===== src/sv/lru_tile_tag_cache_assert.svh =====
// Assertion helpers shared by the tag cache modules.
// Both macros expect clk_i and rst_ni in the scope where they are used.
`ifndef LRU_TILE_TAG_CACHE_ASSERT_SVH
`define LRU_TILE_TAG_CACHE_ASSERT_SVH

// The consequent must hold in the same cycle as the antecedent.
`define LTC_ASSERT_IMP(lbl, ante, cons) \
  lbl: assert property (@(posedge clk_i) disable iff (!rst_ni) (ante) |-> (cons)) \
    else $error("tag cache assertion failed");

// The consequent must hold in the cycle after the antecedent.
`define LTC_ASSERT_NXT(lbl, ante, cons) \
  lbl: assert property (@(posedge clk_i) disable iff (!rst_ni) (ante) |=> (cons)) \
    else $error("tag cache assertion failed");

`endif


===== src/sv/ltc_pkg.sv =====
`default_nettype none

package ltc_pkg;

  localparam int unsigned SlotCountDef = 16;
  localparam int unsigned ModeW        = 2;
  localparam int unsigned ZoomW        = 5;
  localparam int unsigned CoordW       = 24;
  localparam int unsigned StampW       = 32;
  localparam int unsigned SlotOutW     = 4;

  typedef enum logic [ModeW-1:0] {
    ModeLookup = 2'd0,
    ModeInsert = 2'd1,
    ModeClear  = 2'd2
  } mode_e;

  // Running search record handed from cell to cell. Slot indices travel
  // beside it because their width follows the slot count.
  typedef struct packed {
    logic [ModeW-1:0]  mode;
    logic [ZoomW-1:0]  zoom;
    logic [CoordW-1:0] col;
    logic [CoordW-1:0] row;
    logic              found;
    logic              inv_found;
    logic              best_valid;
    logic [StampW-1:0] best_stamp;
  } scan_t;

  // Write-back broadcast to every cell; the target slot index travels beside it.
  typedef struct packed {
    logic              clear;
    logic              wr_stamp;
    logic              wr_key;
    logic [StampW-1:0] stamp;
    logic [ZoomW-1:0]  zoom;
    logic [CoordW-1:0] col;
    logic [CoordW-1:0] row;
  } upd_t;

endpackage

`default_nettype wire


===== src/sv/ltc_if.sv =====
`default_nettype none

interface ltc_req_if;
  import ltc_pkg::*;

  logic              valid;
  logic              ready;
  logic [ModeW-1:0]  mode;
  logic [ZoomW-1:0]  tile_zoom;
  logic [CoordW-1:0] tile_x;
  logic [CoordW-1:0] tile_y;

  modport source (output valid, output mode, output tile_zoom, output tile_x,
                  output tile_y, input ready);
  modport sink (input valid, input mode, input tile_zoom, input tile_x,
                input tile_y, output ready);
endinterface

interface ltc_rsp_if;
  import ltc_pkg::*;

  logic                valid;
  logic                ready;
  logic                hit;
  logic [SlotOutW-1:0] slot_index;
  logic                evicted_valid;

  modport source (output valid, output hit, output slot_index, output evicted_valid,
                  input ready);
  modport sink (input valid, input hit, input slot_index, input evicted_valid,
                output ready);
endinterface

`default_nettype wire


===== src/sv/ltc_cell.sv =====
`default_nettype none

module ltc_cell #(
  parameter int unsigned SlotCount = ltc_pkg::SlotCountDef,
  parameter int unsigned CellIdx   = 0
) (
  input  wire logic                         clk_i,
  input  wire logic                         rst_ni,
  input  wire logic                         go_i,
  input  wire ltc_pkg::scan_t               rec_i,
  input  wire logic [$clog2(SlotCount)-1:0] midx_i,
  input  wire logic [$clog2(SlotCount)-1:0] iidx_i,
  input  wire logic [$clog2(SlotCount)-1:0] bidx_i,
  output logic                              go_o,
  output ltc_pkg::scan_t                    rec_o,
  output logic [$clog2(SlotCount)-1:0]      midx_o,
  output logic [$clog2(SlotCount)-1:0]      iidx_o,
  output logic [$clog2(SlotCount)-1:0]      bidx_o,
  input  wire ltc_pkg::upd_t                upd_i,
  input  wire logic [$clog2(SlotCount)-1:0] upd_idx_i
);
  import ltc_pkg::*;

  localparam int unsigned IdxW = $clog2(SlotCount);
  localparam logic [IdxW-1:0] MyIdx = IdxW'(CellIdx);

  logic              valid_q;
  logic [StampW-1:0] stamp_q;
  logic [ZoomW-1:0]  zoom_q;
  logic [CoordW-1:0] col_q;
  logic [CoordW-1:0] row_q;

  logic              go_q;
  scan_t             rec_q, rec_d;
  logic [IdxW-1:0]   midx_q, midx_d, iidx_q, iidx_d, bidx_q, bidx_d;
  logic              key_hit;
  logic              upd_here;

  assign key_hit  = valid_q && (zoom_q == rec_i.zoom) && (col_q == rec_i.col)
                    && (row_q == rec_i.row);
  assign upd_here = (upd_idx_i == MyIdx);

  always_comb begin
    rec_d  = rec_i;
    midx_d = midx_i;
    iidx_d = iidx_i;
    bidx_d = bidx_i;
    if (!rec_i.found && key_hit) begin
      rec_d.found = 1'b1;
      midx_d      = MyIdx;
    end
    // The free-slot scan starts at slot 1.
    if ((CellIdx != 0) && !rec_i.inv_found && !valid_q) begin
      rec_d.inv_found = 1'b1;
      iidx_d          = MyIdx;
    end
    // Slot 0 seeds the oldest-stamp search; later cells win only on a strictly
    // smaller stamp, so ties stay with the lower index.
    if ((CellIdx == 0) || (valid_q && (stamp_q < rec_i.best_stamp))) begin
      rec_d.best_stamp = stamp_q;
      rec_d.best_valid = valid_q;
      bidx_d           = MyIdx;
    end
  end

  always_ff @(posedge clk_i or negedge rst_ni) begin
    if (!rst_ni) begin
      go_q    <= 1'b0;
      valid_q <= 1'b0;
      stamp_q <= '0;
    end else begin
      go_q <= go_i;
      if (upd_i.clear) begin
        valid_q <= 1'b0;
        stamp_q <= '0;
      end else if (upd_here && upd_i.wr_stamp) begin
        stamp_q <= upd_i.stamp;
        if (upd_i.wr_key) begin
          valid_q <= 1'b1;
        end
      end
    end
  end

  always_ff @(posedge clk_i) begin
    rec_q  <= rec_d;
    midx_q <= midx_d;
    iidx_q <= iidx_d;
    bidx_q <= bidx_d;
    if (!upd_i.clear && upd_here && upd_i.wr_stamp && upd_i.wr_key) begin
      zoom_q <= upd_i.zoom;
      col_q  <= upd_i.col;
      row_q  <= upd_i.row;
    end
  end

  assign go_o   = go_q;
  assign rec_o  = rec_q;
  assign midx_o = midx_q;
  assign iidx_o = iidx_q;
  assign bidx_o = bidx_q;

endmodule

`default_nettype wire


===== src/sv/lru_tile_tag_cache.sv =====
// Tile tag cache with least-recently-used replacement.
// Requests arrive on req_i (mode, tile_zoom, tile_x, tile_y); each accepted
// item gives exactly one result on rsp_o (hit, slot_index, evicted_valid).
// Mode 0 looks a key up, mode 1 inserts or refreshes it, mode 2 clears all
// slots, mode 3 does nothing and returns zeros.
// An item walks through a row of SlotCount cells, one cell per cycle, each
// cell holding one slot and updating the running match, free-slot and
// oldest-stamp record. The write-back is broadcast when the record leaves the
// last cell. The result then enters the output register, and req_i.ready
// rises in the cycle that the result becomes valid there, so the block takes
// no new item before the last one has left the row; the pace is set by the
// length of the cell row.
// One item is in the row at a time; req_i.ready is low while it walks.
// A stalled receiver does not stop the row: a finished result waits in the
// output register, a second one in a skid register, and only while that
// skid register is full is req_i.ready held low.
// Reset invalidates every slot, zeroes all stamps and the tick, and empties
// the output side. No clearing pass is needed.
`default_nettype none

module lru_tile_tag_cache #(
  parameter int unsigned SlotCount = ltc_pkg::SlotCountDef
) (
  input  wire logic  clk_i,
  input  wire logic  rst_ni,
  ltc_req_if.sink    req_i,
  ltc_rsp_if.source  rsp_o
);
  import ltc_pkg::*;
  `include "lru_tile_tag_cache_assert.svh"

  localparam int unsigned IdxW = $clog2(SlotCount);

  logic               busy_q;
  logic               accept;
  logic               take;
  logic               done;
  logic [StampW-1:0]  tick_q;
  logic [StampW-1:0]  tick_inc;

  logic               go0_q;
  scan_t              rec0_q;
  logic [SlotCount:0] chain_go;
  scan_t              chain_rec  [SlotCount+1];
  logic [IdxW-1:0]    chain_midx [SlotCount+1];
  logic [IdxW-1:0]    chain_iidx [SlotCount+1];
  logic [IdxW-1:0]    chain_bidx [SlotCount+1];

  scan_t              last;
  upd_t               upd;
  logic [IdxW-1:0]    upd_idx;
  logic               res_hit;
  logic [IdxW-1:0]    res_idx;
  logic               res_evict;
  logic [IdxW+3:0]    res_idx_ext;

  logic                out_valid_q, skid_valid_q;
  logic                out_hit_q, skid_hit_q;
  logic [SlotOutW-1:0] out_idx_q, skid_idx_q;
  logic                out_evict_q, skid_evict_q;

  assign req_i.ready = !busy_q && !skid_valid_q;
  assign accept      = req_i.valid && req_i.ready;
  assign take        = out_valid_q && rsp_o.ready;

  always_ff @(posedge clk_i or negedge rst_ni) begin
    if (!rst_ni) begin
      go0_q <= 1'b0;
    end else begin
      go0_q <= accept;
    end
  end

  always_ff @(posedge clk_i) begin
    if (accept) begin
      rec0_q.mode       <= req_i.mode;
      rec0_q.zoom       <= req_i.tile_zoom;
      rec0_q.col        <= req_i.tile_x;
      rec0_q.row        <= req_i.tile_y;
      rec0_q.found      <= 1'b0;
      rec0_q.inv_found  <= 1'b0;
      rec0_q.best_valid <= 1'b0;
      rec0_q.best_stamp <= '0;
    end
  end

  assign chain_go[0]   = go0_q;
  assign chain_rec[0]  = rec0_q;
  assign chain_midx[0] = '0;
  assign chain_iidx[0] = '0;
  assign chain_bidx[0] = '0;

  for (genvar gi = 0; gi < SlotCount; gi++) begin : g_cell
    ltc_cell #(
      .SlotCount (SlotCount),
      .CellIdx   (gi)
    ) u_cell (
      .clk_i     (clk_i),
      .rst_ni    (rst_ni),
      .go_i      (chain_go[gi]),
      .rec_i     (chain_rec[gi]),
      .midx_i    (chain_midx[gi]),
      .iidx_i    (chain_iidx[gi]),
      .bidx_i    (chain_bidx[gi]),
      .go_o      (chain_go[gi+1]),
      .rec_o     (chain_rec[gi+1]),
      .midx_o    (chain_midx[gi+1]),
      .iidx_o    (chain_iidx[gi+1]),
      .bidx_o    (chain_bidx[gi+1]),
      .upd_i     (upd),
      .upd_idx_i (upd_idx)
    );
  end

  assign done     = chain_go[SlotCount];
  assign last     = chain_rec[SlotCount];
  assign tick_inc = tick_q + StampW'(1);

  always_comb begin
    upd.clear    = 1'b0;
    upd.wr_stamp = 1'b0;
    upd.wr_key   = 1'b0;
    upd.stamp    = tick_inc;
    upd.zoom     = last.zoom;
    upd.col      = last.col;
    upd.row      = last.row;
    upd_idx      = chain_midx[SlotCount];
    res_hit      = 1'b0;
    res_idx      = '0;
    res_evict    = 1'b0;
    if (done) begin
      case (last.mode)
        ModeLookup: begin
          if (last.found) begin
            upd.wr_stamp = 1'b1;
            res_hit      = 1'b1;
            res_idx      = chain_midx[SlotCount];
          end
        end
        ModeInsert: begin
          upd.wr_stamp = 1'b1;
          upd.wr_key   = 1'b1;
          res_hit      = last.found;
          if (last.found) begin
            upd_idx = chain_midx[SlotCount];
          end else if (last.inv_found) begin
            upd_idx = chain_iidx[SlotCount];
          end else begin
            upd_idx   = chain_bidx[SlotCount];
            res_evict = last.best_valid;
          end
          res_idx = upd_idx;
        end
        ModeClear: begin
          upd.clear = 1'b1;
        end
        default: begin
        end
      endcase
    end
  end

  assign res_idx_ext = {4'b0000, res_idx};

  always_ff @(posedge clk_i or negedge rst_ni) begin
    if (!rst_ni) begin
      busy_q       <= 1'b0;
      tick_q       <= '0;
      out_valid_q  <= 1'b0;
      skid_valid_q <= 1'b0;
    end else begin
      if (accept) begin
        busy_q <= 1'b1;
      end else if (done) begin
        busy_q <= 1'b0;
      end
      if (upd.clear) begin
        tick_q <= '0;
      end else if (upd.wr_stamp) begin
        tick_q <= tick_inc;
      end
      if (done) begin
        if (!out_valid_q || take) begin
          out_valid_q <= 1'b1;
        end else begin
          skid_valid_q <= 1'b1;
        end
      end else if (take) begin
        out_valid_q  <= skid_valid_q;
        skid_valid_q <= 1'b0;
      end
    end
  end

  always_ff @(posedge clk_i) begin
    if (done) begin
      if (!out_valid_q || take) begin
        out_hit_q   <= res_hit;
        out_idx_q   <= res_idx_ext[SlotOutW-1:0];
        out_evict_q <= res_evict;
      end else begin
        skid_hit_q   <= res_hit;
        skid_idx_q   <= res_idx_ext[SlotOutW-1:0];
        skid_evict_q <= res_evict;
      end
    end else if (take && skid_valid_q) begin
      out_hit_q   <= skid_hit_q;
      out_idx_q   <= skid_idx_q;
      out_evict_q <= skid_evict_q;
    end
  end

  assign rsp_o.valid         = out_valid_q;
  assign rsp_o.hit           = out_hit_q;
  assign rsp_o.slot_index    = out_idx_q;
  assign rsp_o.evicted_valid = out_evict_q;

  // Only one search record may be in the cell row at any time.
  `LTC_ASSERT_IMP(a_one_record, 1'b1, $onehot0(chain_go))
  // The skid register is only used behind a full output register.
  `LTC_ASSERT_IMP(a_skid_behind_out, skid_valid_q, out_valid_q)
  `LTC_ASSERT_NXT(a_busy_after_accept, accept, busy_q)
  `LTC_ASSERT_NXT(a_clear_zeroes_tick, upd.clear, tick_q == '0)

endmodule

`default_nettype wire


===== src/flat_wrapper.sv =====
// flat-port wrapper written by rule: the top's interface ports become plain ports
module lru_tile_tag_cache_flat import ltc_pkg::*;
#(
  parameter int unsigned SlotCount = ltc_pkg::SlotCountDef
)
  (clk_i, rst_ni, req_i_valid, req_i_mode, req_i_tile_zoom, req_i_tile_x, req_i_tile_y, req_i_ready, rsp_o_valid, rsp_o_hit, rsp_o_slot_index, rsp_o_evicted_valid, rsp_o_ready);
  ltc_req_if req_i_i ();
  ltc_rsp_if rsp_o_i ();
  input  wire logic clk_i;
  input  wire logic rst_ni;
  input wire logic [$bits(req_i_i.valid)-1:0] req_i_valid;
  input wire logic [$bits(req_i_i.mode)-1:0] req_i_mode;
  input wire logic [$bits(req_i_i.tile_zoom)-1:0] req_i_tile_zoom;
  input wire logic [$bits(req_i_i.tile_x)-1:0] req_i_tile_x;
  input wire logic [$bits(req_i_i.tile_y)-1:0] req_i_tile_y;
  output wire logic [$bits(req_i_i.ready)-1:0] req_i_ready;
  output wire logic [$bits(rsp_o_i.valid)-1:0] rsp_o_valid;
  output wire logic [$bits(rsp_o_i.hit)-1:0] rsp_o_hit;
  output wire logic [$bits(rsp_o_i.slot_index)-1:0] rsp_o_slot_index;
  output wire logic [$bits(rsp_o_i.evicted_valid)-1:0] rsp_o_evicted_valid;
  input wire logic [$bits(rsp_o_i.ready)-1:0] rsp_o_ready;
  assign req_i_i.valid = req_i_valid;
  assign req_i_i.mode = req_i_mode;
  assign req_i_i.tile_zoom = req_i_tile_zoom;
  assign req_i_i.tile_x = req_i_tile_x;
  assign req_i_i.tile_y = req_i_tile_y;
  assign req_i_ready = req_i_i.ready;
  assign rsp_o_valid = rsp_o_i.valid;
  assign rsp_o_hit = rsp_o_i.hit;
  assign rsp_o_slot_index = rsp_o_i.slot_index;
  assign rsp_o_evicted_valid = rsp_o_i.evicted_valid;
  assign rsp_o_i.ready = rsp_o_ready;
  lru_tile_tag_cache #(.SlotCount(SlotCount)) u_core (.clk_i(clk_i), .rst_ni(rst_ni), .req_i(req_i_i), .rsp_o(rsp_o_i));
endmodule

===== config.mk =====
export PLATFORM = sky130hd
export DESIGN_NAME = lru_tile_tag_cache_flat
export DESIGN_NICKNAME = d
export VERILOG_FILES = /design/src/sv/ltc_pkg.sv /design/src/sv/ltc_if.sv /design/src/sv/ltc_cell.sv /design/src/sv/lru_tile_tag_cache.sv /design/src/flat_wrapper.sv
export VERILOG_INCLUDE_DIRS = /design/src /design/src/sv
export SDC_FILE = /design/constraint.sdc
export NUM_CORES = 2
export LEC_CHECK = 0
export BUFFER_PORTS_ARGS = -buffer_cell sky130_fd_sc_hd__buf_2
export CORE_ASPECT_RATIO = 0.6
export CORE_MARGIN = 3
export CORE_UTILIZATION = 33
export CTS_CLUSTER_DIAMETER = 150
export DETAILED_ROUTE_END_ITERATION = 10
export HOLD_SLACK_MARGIN = 0.1
export PLACE_DENSITY = 0.49
export SLEW_MARGIN = 20
export SYNTH_ARGS = -nofsm -noshare
export SYNTH_HDL_FRONTEND = slang
export SYNTH_HIERARCHICAL = 1
export SYNTH_SLANG_ARGS = --single-unit

===== constraint.sdc =====
create_clock -name clk_i -period 16.93 [get_ports clk_i]
set_clock_uncertainty 0.1 [all_clocks]
set_input_delay 0 -clock clk_i [delete_from_list [all_inputs] [get_ports clk_i]]
set_output_delay 0 -clock clk_i [all_outputs]
set_load 0.01 [all_outputs]

==> impl_results.md <==
* Status: finished, final reports clean
* FF/Latch Area at about 0.074 mm2
* Starting density of the core at 0.334
* TritonCTS clock tree: built
* Min Clock Period, post-route at ~4.7 ns
* Largest net degree at the start of global routing at roughly 110
* Switching share of power at 0.238
* Number of routed nets with antenna violations at 0
* Nets at ~9,900
* Area of placed instances at 0.119 mm2
* Peak supply drop at 0.0745 mV
* Reg clk slew, reported paths at around 0.060 ns
* Layout cells sized above 1 at 0.133
* Routed metal-1 wire length at about 170,000 um
* Final setup TNS at 0 ns
* Syn Inst Count at between 8,000 and 9,000
* I/O pin cnt at between 60 and 70
* RSZ-0062 raised after global routing: false
* Slew of the pin with the lowest slew margin at around 1.2 ns
* WL/cell at ~21 um
* Vias at roughly 67,000
* LEAKAGE at 51.2 nW
* Post-cts resize count at 0
* Tot GR Track Use at 0.168
* Synthesized cell area at between 0.1 and 0.15 mm2
* Syn avg cell area at 12.7 um2
* Final hold vios at 0
* Clock power frac at 0.422
* Switch Pwr at slightly below 0.004 W
* Crit Path Class: reg2reg
* Ys Warns at 6
* Slew headroom at 0.189
* Die area at approximately 0.35 mm2
* Power Density at ~120 mW/mm2
* Congestion Overflow GR at 0
* Via count of the first global-routing pass at about 65,000
* WP data required at roughly 18 ns
* Max FO, Critical Path at 94
* Sequential Power Share at 0.524
* DR WL met3 at ~19,000 um
* Critical path endpoint category: flip-flop
* Worst EP arrival at 5.27 ns
* Place WS at between 10 and 15 ns
* P&R area growth vs syn at 15.4%
* Critical path startpoint category: flip-flop
* Die height at between 400 and 500 um
* Multi-input gate area at about 0.036 mm2
* First-pass GRT wire length at 444,000 um
* CTS Buf Count at 303
* Uppermost routed layer: met4
* First drt pass iteration count at 6
* Residual DRC at 0
* Final WS setup at 12.26 ns
* I/O Buffers at between 60 and 70
* Root buf cell: clkbuf_16
* Final instance area at between 0.1 and 0.15 mm2
* Comb power frac at 0.054
* Worst hold slack at between 0.2 and 0.25 ns
* Clock sink count at roughly 3,100
* H-tree depth at 5
* RePlAce Congestion at approximately 0.84
* Achievable Freq at between 0.2 and 0.25 GHz
* CTS Buffer Depth at 4
* Met2 WL post-DR at approximately 110,000 um
* Max Cap Violations at 0
* Int Pwr at around 0.012 W
* Worst skew pair latency at between 0.8 and 0.9 ns
* Max Slew Vio Count at 0
* Hold WC Path Type: reg2reg
* DRT iter0 DRCs at about 6,100
* Detailed Place HPWL at 217,000 um
* # fillers at ~32,000
* Die width at between 700 and 800 um
* Row cnt at between 150 and 200
* Post-DR vias/cell at approximately 4.7
* Routed wire length at roughly 300,000 um
* Crit share post-route at 0.276
* Setup Viol. Count Final at 0
* Core Area at 0.339 mm2
* Setup repair bufs after CTS at 0
* Initial antenna violation count at 29
## power groups by stage
stage | Clock, W | Combinational [W] | Sequential, W
4_1_cts | 0.00700 | 0.000879 | 0.00848
5_1_grt | 0.00731 | 0.000946 | 0.00852
3_3_place_gp | 0 | 0.000843 | 0.00863
2_1_floorplan | 0 | 0.000445 | 0.00844
6_report | 0.00682 | 0.000877 | 0.00848
3_5_place_dp | 0 | 0.000853 | 0.00864
## what timing repair did
| action | CTS | global route |
|---|---|---|
| setup endpoints to repair | 0 | 0 |
| hold endpoints to repair | 238 | 0 |
| hold buffers | 117 | 0 |
## placed cells by master, fill, tap and decap left out, types with 102 or more instances in the layout
cell type and count:
dfxtp_1 1587, nand2_1 1212, edfxtp_1 915, a21oi_1 718, inv_1 692, dfrtp_1 580
ha_1 466, xnor2_1 361, clkbuf_16 313, xor2_1 307, mux2_4 255, nand4_1 199
buf_4 150, mux2_2 126, nor2_1 125, nor4_1 120, dlygate4sd3_1 116, nand2b_1 102
## critical path, cell delays in order, from the launching register on
cell,delay [ns]
dfrtp_1,0.64
and3_1,0.58
nand2_1,0.29
inv_8,0.46
buf_4,0.56
buf_4,0.76
buf_4,0.80
a21oi_1,0.10
## routing by layer
metal | vias up | GRT usage
met5 | - | 0
met4 | 0 | 0.0325
met3 | 359 | 0.0236
met2 | 1914 | 0.210
met1 | 32800 | 0.293
li1 | 31500 | -
## area by class of cell
type,count,area share
flip-flops and latches,3091,0.566
inverters,694,0.0200
well taps,4509,0.0432
repair buffers,338,0.0210
multi-input cells,4920,0.273
clock inverters,119,0.00963
clock buffers,423,0.0664
diodes,17,0.000326
## state kept, by name, summed over array words and instances (netlist names), 4 cells and up
name	cells
u_core/chain_rec	55
u_core/g_cell.u_cell/bidx_o	60
u_core/g_cell.u_cell/col_q	384
u_core/g_cell.u_cell/go_o	16
u_core/g_cell.u_cell/iidx_o	64
u_core/g_cell.u_cell/midx_o	64
u_core/g_cell.u_cell/rec_o	1408
u_core/g_cell.u_cell/row_q	384
u_core/g_cell.u_cell/stamp_q	512
u_core/g_cell.u_cell/valid_q	16
u_core/g_cell.u_cell/zoom_q	80
u_core/rsp_o.slot_index	4
u_core/skid_idx_q	4
u_core/tick_q	32
## worst paths after layout
check	start	to	slack, ns	cells past startpoint
min	u_core/g_cell[10].u_cell/rec_o[89]$_DFF_P_	u_core/g_cell[11].u_cell/rec_o[89]$_DFF_P_	0.22	0
min reg2reg	u_core/g_cell[10].u_cell/rec_o[89]$_DFF_P_	u_core/g_cell[11].u_cell/rec_o[89]$_DFF_P_	0.22	0
min in group asynchronous	rst_ni	u_core/g_cell[12].u_cell/stamp_q[22]$_DFFE_PN0P_	0.36	4
max in group asynchronous	rst_ni	u_core/g_cell[1].u_cell/stamp_q[17]$_DFFE_PN0P_	13.28	8
max	u_core/g_cell[15].u_cell/go_o$_DFF_PN0_	u_core/g_cell[2].u_cell/stamp_q[30]$_DFFE_PN0P_	12.26	7
max reg2reg	u_core/g_cell[15].u_cell/go_o$_DFF_PN0_	u_core/g_cell[2].u_cell/stamp_q[30]$_DFFE_PN0P_	12.26	7
## through the flow
stage	cells	util	power, W
floorplan	8945	-	0.00888
global placement	13400	0.352	0.00948
detailed placement	13400	0.352	0.00949
CTS	14100	0.385	0.0164
global route	14100	0.385	0.0168
finish	14100	0.385	0.0162
(Power assumes the default switching activity.)
